==> config.mk <==
export PLATFORM = sky130hd
export DESIGN_NAME = iida_size
export DESIGN_NICKNAME = d
export VERILOG_FILES = /design/src/rtl/iida_pkg.sv /design/src/rtl/iida_size.sv
export SDC_FILE = /design/constraint.sdc
export NUM_CORES = 1
export LEC_CHECK = 0
export ABC_CLOCK_PERIOD_IN_PS = 4410
export BUFFER_PORTS_ARGS = -buffer_cell sky130_fd_sc_hd__buf_2
export CORE_MARGIN = 4
export CORE_UTILIZATION = 32
export DETAILED_ROUTE_END_ITERATION = 10
export MAX_ROUTING_LAYER = met4
export PLACE_DENSITY = 0.62
export SYNTH_ARGS = -nofsm -noshare
export SYNTH_HDL_FRONTEND = slang
export SYNTH_SLANG_ARGS = --single-unit
==> constraint.sdc <==
create_clock -name clk_i -period 4.41 [get_ports clk_i]
set_input_delay 0.441 -clock clk_i [delete_from_list [all_inputs] [get_ports clk_i]]
set_output_delay 0.441 -clock clk_i [all_outputs]
set_load 0.01 [all_outputs]
==> src/rtl/iida_pkg.sv <==
// Shared types and constants for the indexed insert/delete array.
`timescale 1ns / 1ps
`default_nettype none

package iida_pkg;

  // Storage geometry.
  localparam int unsigned DEPTH     = 256;
  localparam int unsigned WORD_BITS = 32;
  localparam int unsigned ADDR_W    = $clog2(DEPTH);
  localparam int unsigned CNT_W     = $clog2(DEPTH + 1);

  // Port field widths.
  localparam int unsigned OPC_W     = 2;
  localparam int unsigned POS_W     = 9;
  localparam int unsigned DATA_W    = 32;
  localparam int unsigned STAT_W    = 2;
  localparam int unsigned OUT_CNT_W = 9;

  localparam int unsigned STORE_W = (WORD_BITS < DATA_W) ? WORD_BITS : DATA_W;
  localparam int unsigned CMP_W   = (POS_W > CNT_W) ? POS_W : CNT_W;

  typedef enum logic [OPC_W-1:0] {
    OP_INSERT = 2'd0,
    OP_REMOVE = 2'd1,
    OP_GET    = 2'd2,
    OP_SET    = 2'd3
  } opcode_e;

  typedef enum logic [STAT_W-1:0] {
    ST_OK    = 2'd0,
    ST_RANGE = 2'd1,
    ST_FULL  = 2'd2,
    ST_EMPTY = 2'd3
  } status_e;

  typedef enum logic [1:0] {
    K_INS = 2'd0,
    K_REM = 2'd1,
    K_GET = 2'd2,
    K_REP = 2'd3
  } kind_e;

  typedef enum logic [4:0] {
    S_IDLE = 5'b00001,
    S_MOVE = 5'b00010,
    S_WAIT = 5'b00100,
    S_PUT  = 5'b01000,
    S_FIN  = 5'b10000
  } state_e;

  // Decoded checks on an incoming transaction against the current size.
  typedef struct packed {
    status_e           status;
    logic              append;
    logic              replace;
    logic              rem_last;
    logic [ADDR_W-1:0] last_addr;
  } chk_t;

  // Size update request issued when an operation completes.
  typedef struct packed {
    logic grow;
    logic shrink;
  } upd_t;

endpackage

`default_nettype wire

==> src/rtl/iida_size.sv <==
// Entry count and logical capacity bookkeeping, with index and size checks.
`timescale 1ns / 1ps
`default_nettype none

module iida_size import iida_pkg::*; (
  input  wire logic             clk_i,
  input  wire logic             rst_ni,
  input  wire logic [OPC_W-1:0] opcode_i,
  input  wire logic [POS_W-1:0] position_i,
  input  wire upd_t             upd_i,
  output chk_t                  chk_o,
  output logic      [CNT_W-1:0] count_o,
  output logic      [CNT_W-1:0] cap_o,
  output logic      [CNT_W-1:0] cnt_next_o,
  output logic      [CNT_W-1:0] cap_next_o
);

  logic [CNT_W-1:0] count_q, count_d;
  logic [CNT_W-1:0] cap_q, cap_d;

  always_comb begin
    logic [CMP_W-1:0] pos_x;
    logic [CMP_W-1:0] cnt_x;
    logic             full;
    pos_x = CMP_W'(position_i);
    cnt_x = CMP_W'(count_q);
    full  = (count_q == CNT_W'(DEPTH));

    chk_o.status    = ST_OK;
    chk_o.append    = 1'b0;
    chk_o.replace   = 1'b0;
    chk_o.rem_last  = 1'b0;
    chk_o.last_addr = ADDR_W'(count_q - CNT_W'(1));

    unique case (opcode_e'(opcode_i))
      OP_INSERT: begin
        priority if (pos_x > cnt_x) begin
          chk_o.status = ST_RANGE;
        end else if (full) begin
          chk_o.status = ST_FULL;
        end else begin
          chk_o.append = 1'b1;
        end
      end
      OP_REMOVE: begin
        priority if (count_q == '0) begin
          chk_o.status = ST_EMPTY;
        end else if (pos_x > cnt_x) begin
          chk_o.status = ST_RANGE;
        end else begin
          chk_o.rem_last = (pos_x == cnt_x);
        end
      end
      OP_GET: begin
        if (pos_x >= cnt_x) begin
          chk_o.status = ST_RANGE;
        end
      end
      OP_SET: begin
        priority if (pos_x < cnt_x) begin
          chk_o.replace = 1'b1;
        end else if (pos_x > cnt_x) begin
          chk_o.status = ST_RANGE;
        end else if (full) begin
          chk_o.status = ST_FULL;
        end else begin
          chk_o.append = 1'b1;
        end
      end
      default: begin
        chk_o.status = ST_OK;
      end
    endcase
  end

  // Capacity doubles on an insert into a full list (saturating at the depth),
  // halves when the count falls below a quarter of it, and drops to one when empty.
  always_comb begin
    logic [CNT_W:0]   dbl;
    logic [CNT_W+1:0] cnt_x4;
    dbl    = {cap_q, 1'b0};
    cnt_x4 = '0;
    count_d = count_q;
    cap_d   = cap_q;
    if (upd_i.grow) begin
      count_d = count_q + CNT_W'(1);
      if (count_q == cap_q) begin
        cap_d = (dbl > (CNT_W + 1)'(DEPTH)) ? CNT_W'(DEPTH) : dbl[CNT_W-1:0];
      end
    end else if (upd_i.shrink) begin
      count_d = count_q - CNT_W'(1);
      cnt_x4  = {count_d, 2'b00};
      if (count_d == '0) begin
        cap_d = CNT_W'(1);
      end else if (cnt_x4 < (CNT_W + 2)'(cap_q)) begin
        cap_d = cap_q >> 1;
      end
    end
  end

  always_ff @(posedge clk_i or negedge rst_ni) begin
    if (!rst_ni) begin
      count_q <= '0;
      cap_q   <= CNT_W'(1);
    end else if (upd_i.grow || upd_i.shrink) begin
      count_q <= count_d;
      cap_q   <= cap_d;
    end
  end

  assign count_o    = count_q;
  assign cap_o      = cap_q;
  assign cnt_next_o = count_d;
  assign cap_next_o = cap_d;

endmodule

`default_nettype wire

==> flow_summary.yaml <==
run_status:
  outcome: "completed"
finish:
  finalNonFillerCells: 381
  fill_cells: 645
  final_common_cell: "buf_2"
  drive_gt1_share_pct: 27.0
  final_cell_mix: "63 x buf_2, 26 x xnor2_1, 24 x ha_1"
  area_growth_pct: 19.7
  fin_nets: 345
  diodes: 0
  postLayoutCellArea_mm2: 0.00251
global_route:
  grt_antenna_before_repair: 0
  grt_pass1_wl_mm: 9.84
  overflow: 0
  grt_max_degree: 19
  grt_pass1_vias: 1973
  grtUsageTotal_pct: 16.1
timing:
  finalCriticalPeriod_ns: 4.07
  slew_headroom_pct: 49.5
  setup_viol: 0
  fin_crit_sh_pct: 92.3
  drv_slew: 0
  rsz0062_at_grt: "no"
  fin_hold_ws_ns: 0.117
  skew_ns: 0.00271
  fmax_ghz: 0.246
  worst_slack_ns: 0.339
  worstMarginPinSlew_ns: 0.756
  report.final.hold_viol_count: 0
  finalSetupTns_ns: 0
cts:
  numCtsBuffers: 3
  post-cts-setup-buffers: 0
  tritoncts: "done"
  cts_resized: 0
  clockBufferDepth: 2
  clockRootBuffer: "clkbuf_8"
  clock-sinks: 18
  cts_hold_buf: 0
  h-tree-depth: 1
  clk_pin_slew_ns: 0.08
  clkLatencyLatePin_ns: 0.26
die:
  die_h_um: 89.0
  io_pins: 64
  core-area_mm2: 0.00635
  dieArea_mm2: 0.00793
  start_util_pct: 33.1
  num_rows: 29
  fp.dieW_um: 89.0
detailed_routing:
  drt_iter0_drc: 161
  drt_pass1_iterations: 4
  wl_mm: 6.15
  antenna_left: 0
  avgRoutedWirePerCell_um: 16.1
  num_vias: 2052
  routed.top_layer: "met4"
  route.detailed.drc: 0
  vias_per_cell: 5.39
  wl_met2_mm: 2.99
  wl_met1_mm: 2.82
  dr_wl_met3_um: 323
min_path:
  hold_path.class: "in2async"
setup_path:
  path_class: "reg2out"
  endpoint_kind: "output port"
  cp_max_fo: 8
  critPathArrivalTime_ns: 3.63
  startpoint_type: "register"
  crit_chain: "clkinv_1 -> ha_2 -> or3b_2 -> nor3_1 -> xnor2_1 -> ha_1 -> nand2_1 -> nor2_1 -> a211oi_1 -> o21ai_1 -> nor2_8 -> mux2i_1 -> o21ai_1 -> buf_2"
  reg2reg_slack_ns: 1.07
  critPathBufInv: 2
  critPathMaxStageDelay_ns: 0.52
  cp_top_family: "simple AND/OR/NAND/NOR gates"
  slowest_stage: "or3b_2"
  crit_path_frequent_cell: "o21ai_1"
  cp_data_required_time_ns: 3.97
place:
  dpl_cell_area_mm2: 0.00246
  dp_slack_ns: 0.570
  placed_cells: 377
  gp_congestion: 0.849
  hpwl_mm: 4.86
  io_buffers: 63
yosys:
  syn_avg_cell_area_um2: 8.47
  synth_area_leaders: "dfrtp_1 20%, ha_1 15%, xnor2_1 11%"
  synthXorXnorAreaFrac_pct: 12.1
  synth_edf_count: 0
  async_flop_share_pct: 100
  synthesis.area_mm2: 0.00210
  ys_types: 55
  synth.net_count: 288
  synthSimpleGateAreaFrac_pct: 16.7
  seq_area_frac_synth_pct: 21.5
  synth_warnings: 0
  synth_cells: 248
  muxShareOfSynthArea_pct: 4.76
  synth_fa_ha_area_share_pct: 14.9
  synth_area_leader_cell: "dfrtp_1"
  synth_top_family_by_area: "compound AO/OA/AOI/OAI gates"
  ys.flop_type: "dfrtp_1"
  yosysTopAreaCellShare_pct: 20.3
  synth_compound_area_share_pct: 22.3
  ys_seq_elements: 18
flow_run:
  maxCapViolations: 0
pwr:
  leakagePower_nw: 1.11
  clockPowerShare_pct: 7.5
  switching_share_pct: 53.0
  p_seq_share_pct: 20.7
  power_density_mw_per_mm2: 766
  p_switching_mw: 1.02
  p_int_mw: 0.905
  p_comb_share_pct: 71.8
  ir_drop_uv: 336
[final timing paths]
| path | from | end | cells after the start |
|---|---|---|---|
| min | rst_ni | cap_o[8]$_DFFE_PN0P_ | 1 |
| min in group clk_i | upd_i[0] | count_o[0]$_DFFE_PN0P_ | 3 |
| max | count_o[0]$_DFFE_PN0P_ | cap_next_o[1] | 14 |
| max reg2reg | count_o[0]$_DFFE_PN0P_ | cap_o[5]$_DFFE_PN0P_ | 13 |
| max in group asynchronous | rst_ni | cap_o[0]$_DFFE_PN1P_ | 1 |
| min reg2reg | cap_o[0]$_DFFE_PN1P_ | cap_o[0]$_DFFE_PN1P_ | 2 |
[per-layer routing]
layer	global-route usage (%)	up-vias
met5	-	-
met4	3.11	0
met3	2.21	2
met2	26.0	60
met1	21.6	974
li1	-	1016
[metrics by stage]
step                      total power, mW  util, %
final                                1.93     39.6
after global routing                 2.11     39.6
after CTS                            1.94     39.6
after detailed placement             1.78     38.7
after global placement               1.76     38.7
after floorplan                      1.36        -
[state kept, by name, summed over array words and instances (netlist names)]
name	cells
count_o	9
cap_o	9
[synth_stat cells, drive strengths merged, types with 2 or more instances]
library cell	instances
xnor2	26
ha	25
o21ai	22
inv	21
dfrtp	17
nand2	14
nor2	12
a21oi	10
buf	10
mux2i	10
nor3	9
a22oi	6
nand3	6
nor4	6
nand4	5
a221o	4
clkbuf	4
a211oi	3
a41oi	3
nand2b	3
nor2b	3
xor2	3
a31oi	2
clkinv	2
o21a	2
o31ai	2
o32a	2
[power by group through the flow]
| stage | Clock, mW | Combinational, mW | Sequential, mW |
|---|---|---|---|
| floorplan | 0 | 1.01 | 0.345 |
| global placement | 0 | 1.36 | 0.397 |
| detailed placement | 0 | 1.38 | 0.400 |
| CTS | 0.150 | 1.39 | 0.396 |
| global route | 0.153 | 1.54 | 0.413 |
| finish | 0.145 | 1.38 | 0.399 |
[cell families (layout without fill, tap and decap cells)]
| group | count (synthesis) | after routing |
|---|---|---|
| xor gates and xnor gates | 29 | 29 |
| muxes | 10 | 10 |
| and+or+nand+nor | 63 | 63 |
| adders and majority gates | 25 | 25 |
| buffers and inverters | 37 | 93 |
| AOI/OAI and AO/OA | 66 | 66 |
| DFF | 18 | 18 |
[area by class of cell]
class                           instances  area [um2]  share of cell area (%)
Tap cell                               77        96.3                    3.83
Clock buffer                            4        55.1                    2.19
Inverter                               23        86.3                    3.43
Multi-Input combinational cell        193        1490                    59.2
Timing Repair Buffer                   66         338                    13.4
Sequential cell                        18         452                    18.0
No activity file was read; power rests on OpenSTA's default activity.
